### src/sv/fbpa_pkg.sv
package fbpa_pkg;

	localparam int MAX_BLOCKS = 64;
	localparam int DEPTH_W = $clog2(MAX_BLOCKS + 1);
	localparam int SLOT_W = $clog2(MAX_BLOCKS);

	localparam int ADDR_W = 32;
	localparam int SIZE_W = 32;
	localparam int BSIZE_W = 17;
	localparam int NBLK_W = 7;
	localparam int FREE_W = 7;

	localparam logic [BSIZE_W-1:0] MIN_BLOCK_BYTES = BSIZE_W'(4);
	localparam logic [BSIZE_W-1:0] MAX_BLOCK_BYTES = BSIZE_W'(65536);
	localparam logic [NBLK_W-1:0] MIN_BLOCKS = NBLK_W'(2);
	localparam logic [NBLK_W-1:0] MAX_BLOCKS_V = NBLK_W'(MAX_BLOCKS);

	localparam logic [ADDR_W-1:0] RST_BASE = 32'd4096;
	localparam logic [BSIZE_W-1:0] RST_BLOCK_BYTES = BSIZE_W'(64);
	localparam logic [NBLK_W-1:0] RST_POOL_BLOCKS = NBLK_W'(64);

	localparam int PADDR_W = 4;
	localparam int PDATA_W = 32;

	typedef enum logic [1:0] {
		REG_BASE = 2'd0,
		REG_BLOCK_BYTES = 2'd1,
		REG_POOL_BLOCKS = 2'd2,
		REG_NONE = 2'd3
	} reg_idx_t;

	typedef enum logic {
		ACT_ALLOC = 1'b0,
		ACT_FREE = 1'b1
	} action_t;

	typedef enum logic [2:0] {
		ST_OK = 3'd0,
		ST_TOO_LARGE = 3'd1,
		ST_EMPTY = 3'd2,
		ST_NULL = 3'd3,
		ST_FULL = 3'd4,
		ST_MISMATCH = 3'd5
	} status_t;

	typedef struct packed {
		logic action;
		logic [SIZE_W-1:0] requested_size;
		logic [ADDR_W-1:0] returned_address;
		logic [SIZE_W-1:0] claimed_size;
	} req_t;

	typedef struct packed {
		logic [2:0] status;
		logic [ADDR_W-1:0] block_address;
		logic [BSIZE_W-1:0] granted_size;
		logic [FREE_W-1:0] free_blocks;
	} rsp_t;

	typedef struct packed {
		logic clear;
		logic push;
		logic pop;
	} stack_cmd_t;

endpackage

### src/sv/fbpa_stack.sv
module fbpa_stack (
	input logic clk,
	input logic arst_n,
	input fbpa_pkg::stack_cmd_t cmd,
	input logic [fbpa_pkg::ADDR_W-1:0] push_data,
	output logic [fbpa_pkg::DEPTH_W-1:0] depth,
	output logic [fbpa_pkg::ADDR_W-1:0] top
);

	logic [fbpa_pkg::ADDR_W-1:0] mem [fbpa_pkg::MAX_BLOCKS];
	logic [fbpa_pkg::DEPTH_W-1:0] depth_q;
	logic [fbpa_pkg::DEPTH_W-1:0] depth_next;
	logic [fbpa_pkg::DEPTH_W-1:0] rd_ptr;
	logic [fbpa_pkg::ADDR_W-1:0] top_q;

	always_comb begin
		priority if (cmd.clear) begin
			depth_next = '0;
		end else if (cmd.push) begin
			depth_next = depth_q + fbpa_pkg::DEPTH_W'(1);
		end else if (cmd.pop) begin
			depth_next = depth_q - fbpa_pkg::DEPTH_W'(1);
		end else begin
			depth_next = depth_q;
		end
	end

	// top_q always mirrors the entry just below the depth pointer
	assign rd_ptr = depth_next - fbpa_pkg::DEPTH_W'(1);

	always_ff @(posedge clk or negedge arst_n) begin
		if (!arst_n) begin
			depth_q <= '0;
		end else begin
			depth_q <= depth_next;
		end
	end

	always_ff @(posedge clk) begin
		if (cmd.push) begin
			mem[depth_q[fbpa_pkg::SLOT_W-1:0]] <= push_data;
			top_q <= push_data;
		end else begin
			top_q <= mem[rd_ptr[fbpa_pkg::SLOT_W-1:0]];
		end
	end

	assign depth = depth_q;
	assign top = top_q;

endmodule

### src/sv/fixed_block_pool_allocator_core.sv
// Fixed-size block pool allocator. Serves allocate and return requests: a request lands in
// an input register, is checked and applied against the free stack and fresh-block counter,
// and its result sits in an output register; a new request is taken every cycle while the
// result side keeps up. Returned blocks go on a 64-entry stack memory whose top is kept
// pre-read in a register; untouched blocks are handed out in address order from
// base + n*block_bytes. Writing any of the three APB registers (base 0x0, block size 0x4,
// block count 0x8) empties the pool state, making every block free again; do so only while
// no request is in flight.
module fixed_block_pool_allocator_core (
	input logic clk,
	input logic arst_n,
	input logic req_valid,
	output logic req_stall,
	input fbpa_pkg::req_t req,
	output logic rsp_valid,
	input logic rsp_stall,
	output fbpa_pkg::rsp_t rsp,
	input logic psel,
	input logic penable,
	input logic pwrite,
	input logic [fbpa_pkg::PADDR_W-1:0] paddr,
	input logic [fbpa_pkg::PDATA_W-1:0] pwdata,
	output logic [fbpa_pkg::PDATA_W-1:0] prdata,
	output logic pready
);

	logic [fbpa_pkg::ADDR_W-1:0] base_q;
	logic [fbpa_pkg::BSIZE_W-1:0] bbytes_q;
	logic [fbpa_pkg::NBLK_W-1:0] nblk_q;
	logic cfg_wr;
	logic cfg_hit;
	fbpa_pkg::reg_idx_t cfg_idx;

	logic req_valid_s1;
	fbpa_pkg::req_t req_s1;
	logic advance;
	logic rsp_valid_q;
	fbpa_pkg::rsp_t rsp_q;
	fbpa_pkg::rsp_t rsp_next;

	logic [fbpa_pkg::NBLK_W-1:0] fresh_q;
	fbpa_pkg::stack_cmd_t cmd;
	logic [fbpa_pkg::DEPTH_W-1:0] depth;
	logic [fbpa_pkg::ADDR_W-1:0] top;

	logic [fbpa_pkg::BSIZE_W-1:0] bsize;
	logic [fbpa_pkg::NBLK_W-1:0] nblk;
	logic [fbpa_pkg::NBLK_W:0] free_now;
	logic [fbpa_pkg::NBLK_W:0] free_after;
	logic [fbpa_pkg::NBLK_W+fbpa_pkg::BSIZE_W-1:0] fresh_off;
	logic [fbpa_pkg::ADDR_W-1:0] fresh_addr;
	logic alloc_ok;
	logic free_ok;
	logic take_fresh;
	fbpa_pkg::status_t status;

	// config port
	assign pready = 1'b1;
	assign cfg_idx = fbpa_pkg::reg_idx_t'(paddr[3:2]);
	assign cfg_wr = psel && penable && pwrite;
	assign cfg_hit = cfg_wr && (cfg_idx != fbpa_pkg::REG_NONE);

	always_ff @(posedge clk or negedge arst_n) begin
		if (!arst_n) begin
			base_q <= fbpa_pkg::RST_BASE;
			bbytes_q <= fbpa_pkg::RST_BLOCK_BYTES;
			nblk_q <= fbpa_pkg::RST_POOL_BLOCKS;
		end else if (cfg_wr) begin
			unique case (cfg_idx)
				fbpa_pkg::REG_BASE: base_q <= pwdata;
				fbpa_pkg::REG_BLOCK_BYTES: bbytes_q <= pwdata[fbpa_pkg::BSIZE_W-1:0];
				fbpa_pkg::REG_POOL_BLOCKS: nblk_q <= pwdata[fbpa_pkg::NBLK_W-1:0];
				default: ;
			endcase
		end
	end

	always_comb begin
		unique case (cfg_idx)
			fbpa_pkg::REG_BASE: prdata = base_q;
			fbpa_pkg::REG_BLOCK_BYTES: prdata = fbpa_pkg::PDATA_W'(bbytes_q);
			fbpa_pkg::REG_POOL_BLOCKS: prdata = fbpa_pkg::PDATA_W'(nblk_q);
			default: prdata = '0;
		endcase
	end

	// effective geometry
	always_comb begin
		priority if (bbytes_q < fbpa_pkg::MIN_BLOCK_BYTES) begin
			bsize = fbpa_pkg::MIN_BLOCK_BYTES;
		end else if (bbytes_q > fbpa_pkg::MAX_BLOCK_BYTES) begin
			bsize = fbpa_pkg::MAX_BLOCK_BYTES;
		end else begin
			bsize = bbytes_q;
		end
		priority if (nblk_q < fbpa_pkg::MIN_BLOCKS) begin
			nblk = fbpa_pkg::MIN_BLOCKS;
		end else if (nblk_q > fbpa_pkg::MAX_BLOCKS_V) begin
			nblk = fbpa_pkg::MAX_BLOCKS_V;
		end else begin
			nblk = nblk_q;
		end
	end

	// handshake
	assign advance = req_valid_s1 && !(rsp_valid_q && rsp_stall);
	assign req_stall = req_valid_s1 && rsp_valid_q && rsp_stall;

	always_ff @(posedge clk or negedge arst_n) begin
		if (!arst_n) begin
			req_valid_s1 <= 1'b0;
		end else if (req_valid && !req_stall) begin
			req_valid_s1 <= 1'b1;
		end else if (advance) begin
			req_valid_s1 <= 1'b0;
		end
	end

	always_ff @(posedge clk) begin
		if (req_valid && !req_stall) begin
			req_s1 <= req;
		end
	end

	// request evaluation
	assign free_now = (fbpa_pkg::NBLK_W+1)'(depth) + (fbpa_pkg::NBLK_W+1)'(nblk)
		- (fbpa_pkg::NBLK_W+1)'(fresh_q);
	assign fresh_off = (fbpa_pkg::NBLK_W+fbpa_pkg::BSIZE_W)'(fresh_q)
		* (fbpa_pkg::NBLK_W+fbpa_pkg::BSIZE_W)'(bsize);
	assign fresh_addr = base_q + fbpa_pkg::ADDR_W'(fresh_off);

	always_comb begin
		status = fbpa_pkg::ST_OK;
		alloc_ok = 1'b0;
		free_ok = 1'b0;
		if (req_s1.action == fbpa_pkg::ACT_ALLOC) begin
			priority if (req_s1.requested_size > fbpa_pkg::SIZE_W'(bsize)) begin
				status = fbpa_pkg::ST_TOO_LARGE;
			end else if (free_now == '0) begin
				status = fbpa_pkg::ST_EMPTY;
			end else begin
				alloc_ok = 1'b1;
			end
		end else begin
			priority if (req_s1.returned_address == '0) begin
				status = fbpa_pkg::ST_NULL;
			end else if (free_now >= (fbpa_pkg::NBLK_W+1)'(nblk)) begin
				status = fbpa_pkg::ST_FULL;
			end else if (req_s1.claimed_size != fbpa_pkg::SIZE_W'(bsize)) begin
				status = fbpa_pkg::ST_MISMATCH;
			end else begin
				free_ok = 1'b1;
			end
		end
	end

	assign take_fresh = alloc_ok && (depth == '0);

	always_comb begin
		priority if (alloc_ok) begin
			free_after = free_now - (fbpa_pkg::NBLK_W+1)'(1);
		end else if (free_ok) begin
			free_after = free_now + (fbpa_pkg::NBLK_W+1)'(1);
		end else begin
			free_after = free_now;
		end
	end

	always_comb begin
		rsp_next.status = status;
		rsp_next.block_address = '0;
		rsp_next.granted_size = '0;
		if (alloc_ok) begin
			rsp_next.block_address = take_fresh ? fresh_addr : top;
			rsp_next.granted_size = bsize;
		end
		rsp_next.free_blocks = free_after[fbpa_pkg::FREE_W-1:0];
	end

	always_comb begin
		cmd.clear = cfg_hit;
		cmd.push = advance && free_ok;
		cmd.pop = advance && alloc_ok && (depth != '0);
	end

	fbpa_stack u_stack (
		.clk(clk),
		.arst_n(arst_n),
		.cmd(cmd),
		.push_data(req_s1.returned_address),
		.depth(depth),
		.top(top)
	);

	always_ff @(posedge clk or negedge arst_n) begin
		if (!arst_n) begin
			fresh_q <= '0;
		end else if (cfg_hit) begin
			fresh_q <= '0;
		end else if (advance && take_fresh) begin
			fresh_q <= fresh_q + fbpa_pkg::NBLK_W'(1);
		end
	end

	// result register
	always_ff @(posedge clk or negedge arst_n) begin
		if (!arst_n) begin
			rsp_valid_q <= 1'b0;
		end else if (advance) begin
			rsp_valid_q <= 1'b1;
		end else if (!rsp_stall) begin
			rsp_valid_q <= 1'b0;
		end
	end

	always_ff @(posedge clk) begin
		if (advance) begin
			rsp_q <= rsp_next;
		end
	end

	assign rsp_valid = rsp_valid_q;
	assign rsp = rsp_q;

endmodule
### config.mk
export PLATFORM = sky130hd
export DESIGN_NAME = fixed_block_pool_allocator_core
export DESIGN_NICKNAME = d
export VERILOG_FILES = /design/src/sv/fbpa_pkg.sv /design/src/sv/fbpa_stack.sv /design/src/sv/fixed_block_pool_allocator_core.sv
export SDC_FILE = /design/constraint.sdc
export NUM_CORES = 2
export LEC_CHECK = 0
export BUFFER_PORTS_ARGS = -buffer_cell sky130_fd_sc_hd__buf_2
export CORE_MARGIN = 2
export CORE_UTILIZATION = 40
export DETAILED_ROUTE_END_ITERATION = 8
export PLACE_DENSITY_LB_ADDON = 0.12
export SLEW_MARGIN = 40
export SYNTH_ARGS = -nofsm -noshare
export SYNTH_HDL_FRONTEND = slang
export SYNTH_HIERARCHICAL = 1
export SYNTH_SLANG_ARGS = --single-unit
### constraint.sdc
create_clock -name clk -period 8.2 [get_ports clk]
set_clock_uncertainty 0.15 [all_clocks]
set_input_delay 0.82 -clock clk [delete_from_list [all_inputs] [get_ports clk]]
set_output_delay 0.82 -clock clk [all_outputs]
set_load 0.02 [all_outputs]
Yosys cells after proc, flatten, opt, wreduce, memory -nomap -nowiden:

Memories as Yosys holds them, arrays and structs flattened.
Index checks and enable logic that the tools add are counted.

* bits in registers: 260
* RAM bits: 2048
* input bits: 140
* output and inout bits: 94
* word-level logic and storage cells: 96
* memories: 1

* add/sub/neg operators: 9
* multiply operators: 1
* $lt $le $gt $ge: 6
* equal/unequal tests: 5
* mux-type cells: 33
* reduce and logical (&&, ||, !) cells: 25

Memory list
* u_stack.mem: words 64, bits a word 32, read ports 1, clocked after Yosys merged registers in 0, wr ports 1, RTL line fbpa_stack.sv:10 `logic [fbpa_pkg::ADDR_W-1:0] mem [fbpa_pkg::MAX_BLOCKS];`

Operator list (number)
* $pmux 32 s3: 1
* $mux 32: 2
* $mux 7: 9
* $mux 17: 2
* $add 32x24->32: 1
* $gt 32x17->1: 1
* $logic_not 32->1: 1
* $ne 32x17->1: 1
* $mul 7x17->24: 1
* $add 7x1->7 const B: 3
* $gt 17x17->1 const B: 1
* $lt 17x3->1 const B: 1
* $sub 7x1->7 const B: 2
* $logic_and 1x1->1: 13
* $mux 1: 13
* $mux 3: 4
* $add 7x7->8: 1
* $ge 8x7->1: 1
* $logic_not 8->1: 1
* $sub 8x7->8: 1
* $gt 7x7->1 const B: 1
* $logic_not 7->1: 1
* $lt 7x2->1 const B: 1
* $reduce_bool 7->1: 1
* 10 further kinds: 15

Depth between registers and ports, before layout:

An unclocked memory read counts as a cell.

* word-level depth: 17
* depth in mapped cells: 33

Hierarchy:

Netlist, hierarchy kept.

Modules (own cells, without submodules)
* fbpa_stack: times used 1, cells each 3770, area each 79932.9 sq um, seq. area each 62314.8 sq um
* fixed_block_pool_allocator_core: times used 1, cells each 1432, area each 15134.5 sq um, seq. area each 6314.8 sq um

Worst setup path after synthesis:

No wires, ideal clock.

* path type: reg2reg
* from: register nblk_q[2] (netlist bit)
* to: memory u_stack/mem[34][0] (netlist bit), enable pin
* library setup time: 0.461 ns
* arrival: 7.062 ns
* path slack: 0.527 ns
* cell stages (with the launch flop): 21
* buffers on the path: 3
* period minus slack after synthesis: 7.673 ns
* path through: dfrtp_1 -> or4_1 -> nor2_1 -> o21ai_0 -> fa_1 -> inv_1 -> fa_1 -> a211oi_1 -> o21bai_1 -> and2_0 -> ha_1 -> a21o_1 -> a21oi_1 -> o2bb2ai_1 -> nand3_1 -> nor4_1 -> clkbuf_1 -> clkbuf_1 -> clkbuf_1 -> nand3_1 -> nor3_1

RTL lines
* from (decl): RTL line fixed_block_pool_allocator_core.sv:29 `logic [fbpa_pkg::NBLK_W-1:0] nblk_q;`
* from (signal assigned): RTL line fixed_block_pool_allocator_core.sv:67 `nblk_q <= fbpa_pkg::RST_POOL_BLOCKS;`
* from (signal assigned): RTL line fixed_block_pool_allocator_core.sv:72 `fbpa_pkg::REG_POOL_BLOCKS: nblk_q <= pwdata[fbpa_pkg::NBLK_W-1:0];`
* to (decl): RTL line fbpa_stack.sv:10

==> results.py <==
metrics = {
    "yosys": {
        "synth_top_area_share_pct": 69.62,
        "yosysSeqAreaShare_pct": 72.19,
        "synth-edff-count": 2204,
        "ys.flop_type": "edfxtp_1",
        "synth.area.top_cells": "edfxtp_1 (70%), mux4_2 (12%), fa_1 (2.2%)",
        "syn_inst": 5202,
        "synth_largest_area_cell": "edfxtp_1",
        "netlist_area_um2": 95070,
        "syn_area_per_cell_um2": 18.28,
        "ys_seq_elements": 2308,
        "synth_nets": 5532,
        "synth_cell_types": 89,
        "synth_warnings": 6,
        "ys_async_sr_fraction_pct": 3.120,
    },
    "clock_tree": {
        "cts-root-buf": "clkbuf_16",
        "clockBufferDepth": 3,
        "clkLatencyLatePin_ns": 0.89,
        "cts_setup_buffers": 0,
        "ctsHtreeMaxLevel": 4,
        "cts_sinks": 2308,
        "cts-buffers-inserted": 233,
        "cts_tree": "built",
        "clkSlewWorstSetupHoldPaths_ns": 0.07,
    },
    "routing": {
        "wl_per_cell_um": 29.69,
        "viasPerCell": 5.691,
        "drtIter0Drc": 5632,
        "postRouteAntennaNets": 0,
        "vias": 52530,
        "drc_errors": 0,
        "dr.pass1.iters": 9,
        "totalWireLength_um": 274100,
    },
    "layout": {
        "layout.cells.non_filler": 9231,
        "layout_common_cells": "edfxtp_1 (2204), mux4_2 (512), nand2_1 (381), buf_4 (288), clkbuf_16 (237)",
        "final_common_cell": "edfxtp_1",
        "drive_gt1_share_pct": 26.30,
        "stdcell_area_um2": 112300,
        "nets": 6209,
        "synthToLayoutAreaGrowth_pct": 18.09,
        "num-fill-cells": 19770,
        "multi_input_area_um2": 25050,
        "regArea_um2": 68630,
    },
    "run": {
        "drv_cap": 0,
    },
    "sta": {
        "drv_slew": 0,
        "period_share_pct": 96.48,
        "fin_crit_ns": 7.912,
        "worst_pin_slew_ns": 0.8594,
        "slew_headroom_pct": 42.57,
        "setup_viol_count_final": 0,
        "fmax_mhz": 126.4,
        "hold_viol_final": 0,
    },
    "grt": {
        "grt.overflow.total": 0,
        "grt_use_total_pct": 22.57,
        "grt_first_pass_wirelength_um": 392100,
        "grt_max_degree": 73,
        "grt_pass1_vias": 53230,
        "grt_antenna_before_repair": 15,
    },
    "pwr": {
        "p_switching_mw": 5.782,
        "finalPower_mw": 25.49,
        "p_leak_nw": 37.56,
        "p_clk_share_pct": 41.7,
        "pwr-share-seq_pct": 51.8,
        "intPower_mw": 19.71,
        "power_frac_comb_pct": 6.6,
        "p_sw_share_pct": 22.68,
        "ir_drop_mv": 0.1993,
        "power_density_nw_per_um2": 227.1,
    },
    "worst_setup_path": {
        "path_max_fanout": 39,
        "slowest_stage": "o22ai_1",
        "r2r-end": "u_stack/top[29]$_DFF_P_",
        "arrival_ns": 8.54,
        "start_kind": "flop",
        "worstSetupPathType": "reg -> reg",
        "crit_path_max_incr_delay_ns": 0.64,
        "reg2reg_depth": 29,
        "cp_data_required_time_ns": 8.83,
        "ff2ff_setup_slack_ns": 0.29,
        "worstSetupEndpointType": "flop",
        "timing.rr.start": "nblk_q[2]$_DFFE_PN0P_",
    },
    "min_path": {
        "hold_path.class": "in -> reg",
        "min_from": "pwdata[1]",
        "holdPathEnd": "nblk_q[1]$_DFFE_PN0P_",
        "whs_path_depth": 2,
    },
    "die": {
        "core_area_um2": 235900,
        "die_h_um": 491.5,
        "die_x_um": 491.5,
        "boundaryPins": 234,
        "dieArea_um2": 241600,
        "start_util_pct": 40.31,
        "std_cell_rows": 178,
    },
    "run_status": {
        "status": "completed",
    },
    "placed_design": {
        "dp.cells": 8665,
        "dpl-instance-area_um2": 103200,
        "port_buffers": 230,
        "dp_hpwl_um": 163400,
        "place.gp.congestion": 0.8732,
    },
}
==> power groups by stage <==
stage,clock (mW),sequential (mW),combinational [mW]
6_report,10.6,13.2,1.67
5_1_grt,11.3,13.2,1.82
4_1_cts,10.8,13.2,1.66
3_5_place_dp,0,13.4,1.60
3_3_place_gp,0,13.4,1.58
2_1_floorplan,0,13.5,0.811
==> logic make-up after synthesis <==
group	Yosys count	share of synthesized area, %
flip-flops	2308	72.19
AND/OR/NAND/NOR	1088	5.515
multiplexers	642	13.55
buffers and inverters	522	2.178
AO/OA/AOI/OAI	422	2.982
adder cells (fa/ha/maj)	190	3.314
XOR/XNOR	29	0.2672
other	1	0.003945
==> synthesized netlist by cell type, drive strengths merged, types with 29 or more instances <==
master	count
nor2	188
inv	227
a222oi	33
fa	103
ha	87
mux2i	91
and2	52
a21oi	157
clkbuf	199
dfxtp	32
dfrtp	69
nand3	177
mux4	512
buf	95
edfxtp	2204
and3	29
o21ai	56
mux2	39
o22ai	38
o311ai	34
nand4	117
nand2	383
==> layer usage <==
layer  GRT usage (%)  up-vias  wire length, um
met3           3.101      375            17550
met1           33.04    28190           121700
met4           6.782        2             8606
li1                -    22080                -
met2           35.27     1878           126300
met5               0        -               13
==> how the worst max path moves through the flow <==
stage                             from                            to  slack [ns]  cells past startpoint
6_report         nblk_q[2]$_DFFE_PN0P_       u_stack/top[29]$_DFF_P_        0.29                     29
5_1_grt          nblk_q[2]$_DFFE_PN0P_        u_stack/top[8]$_DFF_P_       -0.02                     30
4_1_cts          nblk_q[2]$_DFFE_PN0P_       u_stack/top[10]$_DFF_P_        0.14                     30
3_5_place_dp     nblk_q[2]$_DFFE_PN0P_       u_stack/top[10]$_DFF_P_        0.20                     29
2_1_floorplan    nblk_q[2]$_DFFE_PN0P_  u_stack/mem[34][0]$_DFFE_PP_        0.53                     20
3_3_place_gp   bbytes_q[7]$_DFFE_PN0P_       u_stack/top[10]$_DFF_P_       -0.24                     20
==> flip-flops by register name, indices dropped and copies added (netlist names), 7 cells and up <==
| name | cells |
|---|---|
| u_stack/mem | 2048 |
| req_s1 | 97 |
| rsp | 59 |
| base_q | 32 |
| u_stack/top | 32 |
| bbytes_q | 17 |
| fresh_q | 7 |
| nblk_q | 7 |
| u_stack/depth | 7 |
==> critical path: cells and delay by family, from the launching register on <==
kind,cells,cell delay (ns)
compound gates,8,2.02
xor+xnor,1,0.18
fa+ha+maj,4,1.58
buf+inv,5,0.99
flops,1,0.40
mux,2,0.31
simple gates,9,2.08
==> layout make-up <==
class                           count  area share [%]
Sequential cell                  2308           61.13
Multi-Input combinational cell   2372           22.31
Timing Repair Buffer              736           5.508
Clock buffer                      291           5.472
Tap cell                         3150           3.511
Clock inverter                    140           1.288
Inverter                          228          0.7623
Antenna cell                        6         0.01337
==> what timing repair did <==
action | CTS | global route
hold buffers | 126 | 0
gates resized for setup | 0 | 11
setup endpoints to repair | 0 | 28
hold endpoints to repair | 200 | 0
==> through the flow <==
stage                      TNS, ns  setup WS [ns]  utilization (%)  hold WS (ns)
after global routing      -0.04444       -0.01751            47.59       0.07612
after detailed placement         0         0.2003            43.76        0.3419
after CTS                        0         0.1411            47.51       0.03119
after global placement      -1.804        -0.2381            43.71        0.3248
final                            0         0.2883            47.60        0.1157
after floorplan                  0         0.5269                -        0.3074
Note: power is estimated with default switching activity, not from simulation.
